===== src/design/scth_pkg.sv =====
package scth_pkg;

   localparam int MaxResults = 4;
   localparam int CountW     = $clog2(MaxResults + 1);
   localparam int PtrW       = $clog2(MaxResults);
   localparam int CsrAddrW   = 4;
   localparam int CsrDataW   = 32;

   localparam logic [7:0]  ACK_GOOD  = 8'd128;
   localparam logic [7:0]  ACK_BAD   = 8'd0;
   localparam logic [15:0] TICKS_MAX = 16'hFFFF;

   localparam logic [7:0]  GROUP_ID_RESET     = 8'd1;
   localparam logic [7:0]  COMMAND_CODE_RESET = 8'd1;
   localparam logic [7:0]  REQUEST_SIZE_RESET = 8'd0;
   localparam logic [15:0] RESEND_TICKS_RESET = 16'd500;

   typedef enum logic [1:0] {
      ACT_START = 2'd0,
      ACT_BYTE  = 2'd1,
      ACT_TICK  = 2'd2,
      ACT_NONE  = 2'd3
   } action_type;

   typedef enum logic [1:0] {
      KIND_TX       = 2'd0,
      KIND_PAYLOAD  = 2'd1,
      KIND_DONE_OK  = 2'd2,
      KIND_DONE_ERR = 2'd3
   } kind_type;

   typedef enum logic [1:0] {
      ERR_NONE        = 2'd0,
      ERR_BAD_ACK     = 2'd1,
      ERR_HEADER_SUM  = 2'd2,
      ERR_PAYLOAD_SUM = 2'd3
   } err_type;

   typedef enum logic [2:0] {
      PH_IDLE     = 3'd0,
      PH_WAIT_ACK = 3'd1,
      PH_HEADER   = 3'd2,
      PH_PAYLOAD  = 3'd3,
      PH_CHECKSUM = 3'd4
   } phase_type;

   typedef enum logic [1:0] {
      REG_GROUP_ID     = 2'd0,
      REG_COMMAND_CODE = 2'd1,
      REG_REQUEST_SIZE = 2'd2,
      REG_RESEND_TICKS = 2'd3
   } reg_index_type;

   typedef struct packed {
      logic [7:0]  group_id;
      logic [7:0]  command_code;
      logic [7:0]  request_size;
      logic [15:0] resend_ticks;
   } cfg_type;

   typedef struct packed {
      kind_type   kind;
      logic [7:0] data_byte;
      logic [7:0] payload_index;
      err_type    error_code;
   } result_type;

   typedef struct packed {
      result_type [MaxResults-1:0] item;
      logic [CountW-1:0]           count;
   } batch_type;

   typedef struct packed {
      logic in_valid;
      logic take;
      logic load;
   } eng_stat_type;

   typedef struct packed {
      logic              free;
      logic [CountW-1:0] count;
   } out_stat_type;

endpackage


===== src/design/scth_csr.sv =====
module scth_csr (
   input  logic                             clock,
   input  logic                             reset,
   input  logic                             csr_psel,
   input  logic                             csr_penable,
   input  logic                             csr_pwrite,
   input  logic [scth_pkg::CsrAddrW-1:0]    csr_paddr,
   input  logic [scth_pkg::CsrDataW-1:0]    csr_pwdata,
   output logic [scth_pkg::CsrDataW-1:0]    csr_prdata,
   output logic                             csr_pready,
   output scth_pkg::cfg_type                cfg
);
   import scth_pkg::*;

   cfg_type       cfg_ff, cfg_in;
   reg_index_type reg_sel;
   logic          wr_en;

   assign reg_sel    = reg_index_type'(csr_paddr[3:2]);
   assign wr_en      = csr_psel && csr_penable && csr_pwrite && csr_pready;
   assign csr_pready = 1'b1;
   assign cfg        = cfg_ff;

   always_comb begin
      cfg_in = cfg_ff;
      if (wr_en) begin
         unique case (reg_sel)
            REG_GROUP_ID:     cfg_in.group_id     = csr_pwdata[7:0];
            REG_COMMAND_CODE: cfg_in.command_code = csr_pwdata[7:0];
            REG_REQUEST_SIZE: cfg_in.request_size = csr_pwdata[7:0];
            REG_RESEND_TICKS: cfg_in.resend_ticks = csr_pwdata[15:0];
         endcase
      end
   end

   always_comb begin
      unique case (reg_sel)
         REG_GROUP_ID:     csr_prdata = {24'd0, cfg_ff.group_id};
         REG_COMMAND_CODE: csr_prdata = {24'd0, cfg_ff.command_code};
         REG_REQUEST_SIZE: csr_prdata = {24'd0, cfg_ff.request_size};
         REG_RESEND_TICKS: csr_prdata = {16'd0, cfg_ff.resend_ticks};
      endcase
   end

   always_ff @(posedge clock) begin
      if (reset) begin
         cfg_ff.group_id     <= GROUP_ID_RESET;
         cfg_ff.command_code <= COMMAND_CODE_RESET;
         cfg_ff.request_size <= REQUEST_SIZE_RESET;
         cfg_ff.resend_ticks <= RESEND_TICKS_RESET;
      end else begin
         cfg_ff <= cfg_in;
      end
   end

endmodule


===== src/design/scth_engine.sv =====
module scth_engine (
   input  logic                    clock,
   input  logic                    reset,
   input  logic                    req_tvalid,
   output logic                    req_tready,
   input  logic [7:0]              req_tdata,
   input  logic [1:0]              req_tuser,
   input  scth_pkg::cfg_type       cfg,
   input  logic                    batch_free,
   output scth_pkg::batch_type     batch,
   output scth_pkg::eng_stat_type  stat
);
   import scth_pkg::*;

   logic       in_valid_ff, in_valid_in;
   action_type in_action_ff, in_action_in;
   logic [7:0] in_byte_ff, in_byte_in;

   phase_type  phase_ff, phase_in;
   logic [15:0] wait_ticks_ff, wait_ticks_in;
   logic [1:0] header_count_ff, header_count_in;
   logic [7:0] header_sum_ff, header_sum_in;
   logic [7:0] payload_length_ff, payload_length_in;
   logic [7:0] payload_received_ff, payload_received_in;
   logic [7:0] payload_sum_ff, payload_sum_in;

   logic        accept;
   logic        take;
   logic [15:0] wait_inc;
   logic        resend;
   logic [7:0]  recv_inc;
   logic [7:0]  sum_add;
   logic [7:0]  hdr_sum_add;

   function automatic result_type mk(kind_type k, logic [7:0] d, logic [7:0] idx,
                                     err_type e);
      result_type r;
      r.kind          = k;
      r.data_byte     = d;
      r.payload_index = idx;
      r.error_code    = e;
      return r;
   endfunction

   function automatic batch_type header_batch(cfg_type c);
      batch_type b;
      b         = '0;
      b.item[0] = mk(KIND_TX, c.group_id, 8'd0, ERR_NONE);
      b.item[1] = mk(KIND_TX, c.command_code, 8'd0, ERR_NONE);
      b.item[2] = mk(KIND_TX, c.request_size, 8'd0, ERR_NONE);
      b.item[3] = mk(KIND_TX, c.group_id + c.command_code + c.request_size, 8'd0,
                     ERR_NONE);
      b.count   = CountW'(4);
      return b;
   endfunction

   assign take       = in_valid_ff && batch_free;
   assign req_tready = !in_valid_ff || take;
   assign accept     = req_tvalid && req_tready;

   assign wait_inc    = (wait_ticks_ff != TICKS_MAX) ? wait_ticks_ff + 16'd1 : wait_ticks_ff;
   assign resend      = wait_inc >= cfg.resend_ticks;
   assign recv_inc    = payload_received_ff + 8'd1;
   assign sum_add     = payload_sum_ff + in_byte_ff;
   assign hdr_sum_add = header_sum_ff + in_byte_ff;

   always_comb begin
      in_valid_in  = in_valid_ff;
      in_action_in = in_action_ff;
      in_byte_in   = in_byte_ff;
      if (accept) begin
         in_valid_in  = 1'b1;
         in_action_in = action_type'(req_tuser);
         in_byte_in   = req_tdata;
      end else if (take) begin
         in_valid_in = 1'b0;
      end
   end

   // next state
   always_comb begin
      phase_in            = phase_ff;
      wait_ticks_in       = wait_ticks_ff;
      header_count_in     = header_count_ff;
      header_sum_in       = header_sum_ff;
      payload_length_in   = payload_length_ff;
      payload_received_in = payload_received_ff;
      payload_sum_in      = payload_sum_ff;
      if (take) begin
         unique case (in_action_ff)
            ACT_START: begin
               phase_in            = PH_WAIT_ACK;
               wait_ticks_in       = 16'd0;
               header_count_in     = 2'd0;
               header_sum_in       = 8'd0;
               payload_length_in   = 8'd0;
               payload_received_in = 8'd0;
               payload_sum_in      = 8'd0;
            end
            ACT_BYTE: begin
               case (phase_ff)
                  PH_WAIT_ACK: begin
                     if (in_byte_ff == ACK_GOOD) begin
                        phase_in        = PH_HEADER;
                        header_count_in = 2'd0;
                        header_sum_in   = 8'd0;
                     end else begin
                        phase_in = PH_IDLE;
                     end
                  end
                  PH_HEADER: begin
                     priority if (header_count_ff == 2'd0) begin
                        header_sum_in   = in_byte_ff;
                        header_count_in = 2'd1;
                     end else if (header_count_ff == 2'd1) begin
                        payload_length_in = in_byte_ff;
                        header_sum_in     = hdr_sum_add;
                        header_count_in   = 2'd2;
                     end else begin
                        header_count_in = 2'd0;
                        if (in_byte_ff == header_sum_ff) begin
                           payload_received_in = 8'd0;
                           payload_sum_in      = 8'd0;
                           phase_in = (payload_length_ff == 8'd0) ? PH_CHECKSUM
                                                                  : PH_PAYLOAD;
                        end else begin
                           phase_in = PH_IDLE;
                        end
                     end
                  end
                  PH_PAYLOAD: begin
                     payload_sum_in      = sum_add;
                     payload_received_in = recv_inc;
                     if (recv_inc == payload_length_ff) begin
                        phase_in = PH_CHECKSUM;
                     end
                  end
                  PH_CHECKSUM: phase_in = PH_IDLE;
                  default: ;
               endcase
            end
            ACT_TICK: begin
               if (phase_ff == PH_WAIT_ACK) begin
                  wait_ticks_in = resend ? 16'd0 : wait_inc;
               end
            end
            ACT_NONE: ;
         endcase
      end
   end

   // result beats for this item
   always_comb begin
      batch = '0;
      unique case (in_action_ff)
         ACT_START: batch = header_batch(cfg);
         ACT_BYTE: begin
            case (phase_ff)
               PH_WAIT_ACK: begin
                  if (in_byte_ff != ACK_GOOD) begin
                     batch.item[0] = mk(KIND_DONE_ERR, 8'd0, 8'd0, ERR_BAD_ACK);
                     batch.count   = CountW'(1);
                  end
               end
               PH_HEADER: begin
                  if (header_count_ff != 2'd0 && header_count_ff != 2'd1) begin
                     if (in_byte_ff == header_sum_ff) begin
                        batch.item[0] = mk(KIND_TX, ACK_GOOD, 8'd0, ERR_NONE);
                        batch.count   = CountW'(1);
                     end else begin
                        batch.item[0] = mk(KIND_TX, ACK_BAD, 8'd0, ERR_NONE);
                        batch.item[1] = mk(KIND_DONE_ERR, 8'd0, 8'd0, ERR_HEADER_SUM);
                        batch.count   = CountW'(2);
                     end
                  end
               end
               PH_PAYLOAD: begin
                  batch.item[0] = mk(KIND_PAYLOAD, in_byte_ff, payload_received_ff,
                                     ERR_NONE);
                  batch.count   = CountW'(1);
               end
               PH_CHECKSUM: begin
                  if (in_byte_ff == payload_sum_ff) begin
                     batch.item[0] = mk(KIND_TX, ACK_GOOD, 8'd0, ERR_NONE);
                     batch.item[1] = mk(KIND_DONE_OK, 8'd0, 8'd0, ERR_NONE);
                  end else begin
                     batch.item[0] = mk(KIND_TX, ACK_BAD, 8'd0, ERR_NONE);
                     batch.item[1] = mk(KIND_DONE_ERR, 8'd0, 8'd0, ERR_PAYLOAD_SUM);
                  end
                  batch.count = CountW'(2);
               end
               default: ;
            endcase
         end
         ACT_TICK: begin
            if (phase_ff == PH_WAIT_ACK && resend) begin
               batch = header_batch(cfg);
            end
         end
         ACT_NONE: ;
      endcase
   end

   assign stat.in_valid = in_valid_ff;
   assign stat.take     = take;
   assign stat.load     = take && (batch.count != '0);

   always_ff @(posedge clock) begin
      if (reset) begin
         in_valid_ff         <= 1'b0;
         phase_ff            <= PH_IDLE;
         wait_ticks_ff       <= 16'd0;
         header_count_ff     <= 2'd0;
         header_sum_ff       <= 8'd0;
         payload_length_ff   <= 8'd0;
         payload_received_ff <= 8'd0;
         payload_sum_ff      <= 8'd0;
      end else begin
         in_valid_ff         <= in_valid_in;
         phase_ff            <= phase_in;
         wait_ticks_ff       <= wait_ticks_in;
         header_count_ff     <= header_count_in;
         header_sum_ff       <= header_sum_in;
         payload_length_ff   <= payload_length_in;
         payload_received_ff <= payload_received_in;
         payload_sum_ff      <= payload_sum_in;
      end
   end

   always_ff @(posedge clock) begin
      in_action_ff <= in_action_in;
      in_byte_ff   <= in_byte_in;
   end

endmodule


===== src/design/scth_out.sv =====
module scth_out (
   input  logic                   clock,
   input  logic                   reset,
   input  logic                   load,
   input  scth_pkg::batch_type    batch,
   output logic                   rsp_tvalid,
   input  logic                   rsp_tready,
   output logic [23:0]            rsp_tdata,
   output logic [1:0]             rsp_tuser,
   output logic                   rsp_tlast,
   output scth_pkg::out_stat_type stat
);
   import scth_pkg::*;

   result_type [MaxResults-1:0] item_ff, item_in;
   logic [CountW-1:0]           count_ff, count_in;
   logic [PtrW-1:0]             ptr_ff, ptr_in;
   result_type                  cur;
   logic                        at_last;
   logic                        beat;

   assign cur        = item_ff[ptr_ff];
   assign at_last    = (CountW'(ptr_ff) + CountW'(1)) == count_ff;
   assign rsp_tvalid = count_ff != '0;
   assign beat       = rsp_tvalid && rsp_tready;
   assign rsp_tdata  = {6'd0, cur.error_code, cur.payload_index, cur.data_byte};
   assign rsp_tuser  = cur.kind;
   assign rsp_tlast  = at_last;

   assign stat.free  = !rsp_tvalid || (beat && at_last);
   assign stat.count = count_ff;

   always_comb begin
      item_in  = item_ff;
      count_in = count_ff;
      ptr_in   = ptr_ff;
      if (load) begin
         item_in  = batch.item;
         count_in = batch.count;
         ptr_in   = '0;
      end else if (beat) begin
         if (at_last) begin
            count_in = '0;
            ptr_in   = '0;
         end else begin
            ptr_in = ptr_ff + PtrW'(1);
         end
      end
   end

   always_ff @(posedge clock) begin
      if (reset) begin
         count_ff <= '0;
         ptr_ff   <= '0;
      end else begin
         count_ff <= count_in;
         ptr_ff   <= ptr_in;
      end
   end

   always_ff @(posedge clock) begin
      item_ff <= item_in;
   end

endmodule


===== src/design/serial_command_transaction_host.sv =====
// host side of a framed serial command exchange
// req channel: one beat per event; tuser = action (0 start, 1 received byte,
// 2 time tick), tdata = received byte. rsp channel: transmit bytes, delivered
// payload bytes and a finished ok/error beat; tuser = kind, tlast marks the
// final beat caused by one request beat.
// csr port: group_id 0x0, command_code 0x4, request_size 0x8, resend_ticks 0xc.
// a request beat is registered in the input register, its results are computed
// from it and loaded into the result buffer, which presents the response beats.
// throughput: one request beat per cycle while rsp_tready is high and each
// produces at most one response beat; a start or resend produces four beats,
// a header checksum failure or a payload checksum two; the next request waits
// in the input register until the four-entry buffer drains to its last beat.
// a request that produces no result (ack byte, idle bytes, ticks) still passes
// through the input register.
// reset clears the transaction state to idle, drops buffered beats and loads
// the register defaults; when the receiver stalls the current beat holds and
// at most one further request beat is taken into the input register.
module serial_command_transaction_host (
   input  logic                                  clock,
   input  logic                                  reset,
   input  logic                                  req_tvalid,
   output logic                                  req_tready,
   input  logic [7:0]                            req_tdata,  // rx_byte[7:0]
   input  logic [1:0]                            req_tuser,  // action[1:0]
   output logic                                  rsp_tvalid,
   input  logic                                  rsp_tready,
   // data_byte[7:0], payload_index[15:8], error_code[17:16], zero[23:18]
   output logic [23:0]                           rsp_tdata,
   output logic [1:0]                            rsp_tuser,  // kind[1:0]
   output logic                                  rsp_tlast,
   input  logic                                  csr_psel,
   input  logic                                  csr_penable,
   input  logic                                  csr_pwrite,
   input  logic [scth_pkg::CsrAddrW-1:0]         csr_paddr,
   input  logic [scth_pkg::CsrDataW-1:0]         csr_pwdata,
   output logic [scth_pkg::CsrDataW-1:0]         csr_prdata,
   output logic                                  csr_pready
);
   import scth_pkg::*;

   cfg_type      cfg;
   batch_type    batch;
   eng_stat_type eng_stat;
   out_stat_type out_stat;

   scth_csr u_csr (
      .clock       (clock),
      .reset       (reset),
      .csr_psel    (csr_psel),
      .csr_penable (csr_penable),
      .csr_pwrite  (csr_pwrite),
      .csr_paddr   (csr_paddr),
      .csr_pwdata  (csr_pwdata),
      .csr_prdata  (csr_prdata),
      .csr_pready  (csr_pready),
      .cfg         (cfg)
   );

   scth_engine u_engine (
      .clock      (clock),
      .reset      (reset),
      .req_tvalid (req_tvalid),
      .req_tready (req_tready),
      .req_tdata  (req_tdata),
      .req_tuser  (req_tuser),
      .cfg        (cfg),
      .batch_free (out_stat.free),
      .batch      (batch),
      .stat       (eng_stat)
   );

   scth_out u_out (
      .clock      (clock),
      .reset      (reset),
      .load       (eng_stat.load),
      .batch      (batch),
      .rsp_tvalid (rsp_tvalid),
      .rsp_tready (rsp_tready),
      .rsp_tdata  (rsp_tdata),
      .rsp_tuser  (rsp_tuser),
      .rsp_tlast  (rsp_tlast),
      .stat       (out_stat)
   );

   a_count_range: assert property (@(posedge clock) disable iff (reset)
      out_stat.count <= CountW'(MaxResults))
      else $error("result buffer count out of range");

   a_load_when_free: assert property (@(posedge clock) disable iff (reset)
      eng_stat.load |-> out_stat.free)
      else $error("result buffer overwritten before drained");

   a_hold_when_blocked: assert property (@(posedge clock) disable iff (reset)
      (eng_stat.in_valid && !eng_stat.take) |=> eng_stat.in_valid)
      else $error("pending request lost while result buffer busy");

   a_load_shows_beat: assert property (@(posedge clock) disable iff (reset)
      eng_stat.load |=> rsp_tvalid)
      else $error("loaded results not presented");

endmodule


===== config.mk =====
export PLATFORM = sky130hd
export DESIGN_NAME = serial_command_transaction_host
export DESIGN_NICKNAME = d
export VERILOG_FILES = /design/src/design/scth_pkg.sv /design/src/design/scth_csr.sv /design/src/design/scth_engine.sv /design/src/design/scth_out.sv /design/src/design/serial_command_transaction_host.sv
export SDC_FILE = /design/constraint.sdc
export NUM_CORES = 1
export LEC_CHECK = 0
export BUFFER_PORTS_ARGS = -buffer_cell sky130_fd_sc_hd__buf_2
export CORE_MARGIN = 2
export CORE_UTILIZATION = 54
export CTS_BUF_LIST = sky130_fd_sc_hd__clkbuf_16
export DETAILED_ROUTE_END_ITERATION = 12
export GPL_TIMING_DRIVEN = 0
export PLACE_DENSITY_LB_ADDON = 0.2
export SYNTH_ARGS = -nofsm -noshare
export SYNTH_HDL_FRONTEND = slang
export SYNTH_HIERARCHICAL = 1
export SYNTH_SLANG_ARGS = --single-unit
export TNS_END_PERCENT = 20

===== constraint.sdc =====
create_clock -name clock -period 7 [get_ports clock]
set_input_delay 0.35 -clock clock [delete_from_list [all_inputs] [get_ports clock]]
set_output_delay 0.35 -clock clock [all_outputs]
set_load 0.005 [all_outputs]

==> flow_metrics.py <==
metrics = {
    "route": {
        "wirelength_um": 24500,
        "viasPerCell": 5.57,
        "ant_nets": 0,
        "vias": 8018,
        "routedWlPerCell_um": 17.0,
        "drtIter0Drc": 494,
        "drcViolationCount": 0,
        "first_pass_iters": 5,
    },
    "cells_and_area": {
        "layout.nets": 1264,
        "final_cells": 1440,
        "final_cell_mix": "dfxtp_1 (99), edfxtp_1 (90), buf_2 (84)",
        "syn2layout_area_growth_pct": 13.8,
        "n_antenna_cell": 0,
        "final_common_cell": "dfxtp_1",
        "final_util": 0.630,
        "final_layout_size_suffix_gt1_frac": 0.209,
    },
    "setup_path": {
        "cp_slowest_stage_delay_ns": 0.76,
        "worstSetupPathType": "register to register",
        "cp.buffers_inverters": 2,
        "cp.arrival_ns": 5.03,
        "regToRegSetupSlack_ns": 2.11,
        "startpoint": "u_engine/wait_ticks_ff[0]",
        "worstPathCellList": "ha_1 > and4_1 > nand3_1 > or2_1 > a31oi_1 > a31oi_1 > ha_1 > o211ai_1 > o31ai_1 > a21oi_1 > a221o_1 > a21oi_4 > buf_12 > buf_12",
        "worst-r2r-cell-count": 14,
        "crit_end": "u_out/item_ff[64]",
        "r2r-end": "u_out/item_ff[64]",
        "crit_path_max_fanout": 32,
        "cp_num_cells": 14,
        "cp_top_family": "compound AO/OA/AOI/OAI gates",
        "critical_path_required_ns": 7.13,
        "cp-start-kind": "register",
        "reg2reg_from": "u_engine/wait_ticks_ff[0]",
        "cp-end-kind": "register",
        "slowest_stage": "a21oi_4",
    },
    "timing": {
        "slew-limit-headroom": 0.407,
        "setup_viol": 0,
        "max_freq_mhz": 204,
        "hold_violations": 0,
        "finalWorstSetupSlack_ns": 2.11,
        "timing.setup.tns_ns": 0,
        "skew_ns": 0.0149,
        "finalMaxSlewViolations": 0,
        "period_minus_slack_ns": 4.89,
        "grt_setup_unrepaired": "false",
        "tightest_slew_ns": 0.887,
        "post-route-period-util": 0.699,
    },
    "clock_tree": {
        "cts_root_buf": "clkbuf_16",
        "cts_tree": "done",
        "clk_pin_slew_ns": 0.07,
        "cts.sinks": 189,
        "cts.htree.levels": 4,
        "postCtsSetupBuffers": 0,
        "ctsHoldBuffers": 0,
        "max-clock-path-buffers": 2,
        "clock_latency_ns": 0.44,
        "numCtsBuffers": 17,
        "ctsResizeCount": 0,
    },
    "global_route": {
        "grt_antenna_before_repair": 0,
        "grt_pass1_wl_um": 39500,
        "grt_pass1_vias": 7567,
        "grtUsageMet3": 0.0411,
        "grt_usage": 0.233,
        "gr-total-overflow": 0,
        "met2_usage": 0.383,
        "grt_max_degree": 33,
        "met1_usage": 0.306,
        "top_usage_layer": "met2",
    },
    "placement": {
        "place_ws_ns": 2.19,
        "portBuffers": 73,
        "gp_congestion": 0.924,
        "numPlacedInstances": 1408,
        "dp_hpwl_um": 18000,
    },
    "min_path": {
        "hp-class": "primary input to register",
    },
    "floorplan": {
        "start_util": 0.554,
        "core.rowCount": 51,
        "die_area_mm2": 0.0213,
        "core_mm2": 0.0196,
        "ios": 115,
        "fp.dieH_um": 146,
        "die_w_um": 146,
    },
    "pwr": {
        "peakVddDrop_v": 0.000174,
        "pwr_density_cell_mw_per_mm2": 183,
        "total_power_uw": 2260,
        "leakagePower_uw": 0.00520,
    },
    "yosys": {
        "ys_warn_count": 6,
        "netlist_area_mm2": 0.0109,
        "postSynthAreaPerCell_um2": 10.7,
        "synthCells": 1016,
    },
    "status": {
        "status": "finished, final reports clean",
    },
    "flow_run": {
        "cap_viol_max_count": 0,
    },
}
==> per-stage QoR <==
| stage | hold slack (ns) | instance area (µm²) |
|---|---|---|
| after floorplan | 0.436 | 11100 |
| after global placement | 0.450 | 11800 |
| after detailed placement | 0.456 | 11800 |
| after CTS | 0.0673 | 12300 |
| after global routing | 0.0706 | 12300 |
| final | 0.0894 | 12300 |
==> flip-flops by register name, indices dropped and copies added, names as in the netlist <==
register	cells
u_engine/in_valid_ff	1
u_engine/phase_ff	3
u_engine/in_action_ff	2
u_engine/payload_received_ff	8
u_engine/in_byte_ff	8
u_engine/wait_ticks_ff	16
u_engine/payload_length_ff	8
u_out/item_ff	80
u_engine/header_count_ff	2
u_out/count_ff	3
u_engine/header_sum_ff	8
u_csr/cfg	40
u_out/ptr_ff	2
u_engine/payload_sum_ff	8
==> where the power goes <==
part           leakage [µW]  internal, µW  switching, µW
logic               0.00321          68.8           86.9
registers           0.00171          1170           14.4
clock network      0.000281           469            452
==> worst reg2reg max path, cell delays in order (launching register included) <==
cell and delay, ns:
dfxtp_1 0.46, ha_1 0.28, and4_1 0.30, nand3_1 0.17, or2_1 0.31, a31oi_1 0.18
a31oi_1 0.10, ha_1 0.35, o211ai_1 0.09, o31ai_1 0.36, a21oi_1 0.19, a221o_1 0.51
a21oi_4 0.76, buf_12 0.30, buf_12 0.23
==> routing by layer <==
| layer | share of wire | routed length [µm] | vias to the layer above |
|---|---|---|---|
| met5 | 0 | 0 | - |
| met4 | 0.031 | 756 | 0 |
| met3 | 0.057 | 1410 | 51 |
| met2 | 0.48 | 11800 | 271 |
| met1 | 0.43 | 10600 | 3772 |
| li1 | - | - | 3924 |
==> area by class of cell <==
type | count | area, µm²
Clock inverter | 15 | 126
Buffer | 108 | 708
Fill cell | 1645 | 7240
Timing Repair Buffer | 75 | 405
Tap cell | 265 | 332
Inverter | 32 | 120
Sequential cell | 189 | 4680
Multi-Input combinational cell | 739 | 5550
Clock buffer | 17 | 425
==> worst min path at each step <==
stage	slack, ns	end	depth (start not counted)	start
finish	0.09	u_engine/in_byte_ff[6]	1	req_tdata[6]
global route	0.07	u_engine/in_byte_ff[4]	1	req_tdata[4]
CTS	0.07	u_engine/in_byte_ff[5]	1	req_tdata[5]
detailed placement	0.46	u_engine/header_sum_ff[3]	2	u_engine/header_sum_ff[3]
global placement	0.45	u_engine/header_sum_ff[4]	2	u_engine/header_sum_ff[4]
floorplan	0.44	u_engine/header_sum_ff[3]	2	u_engine/header_sum_ff[3]
(Power assumes the default switching activity.)
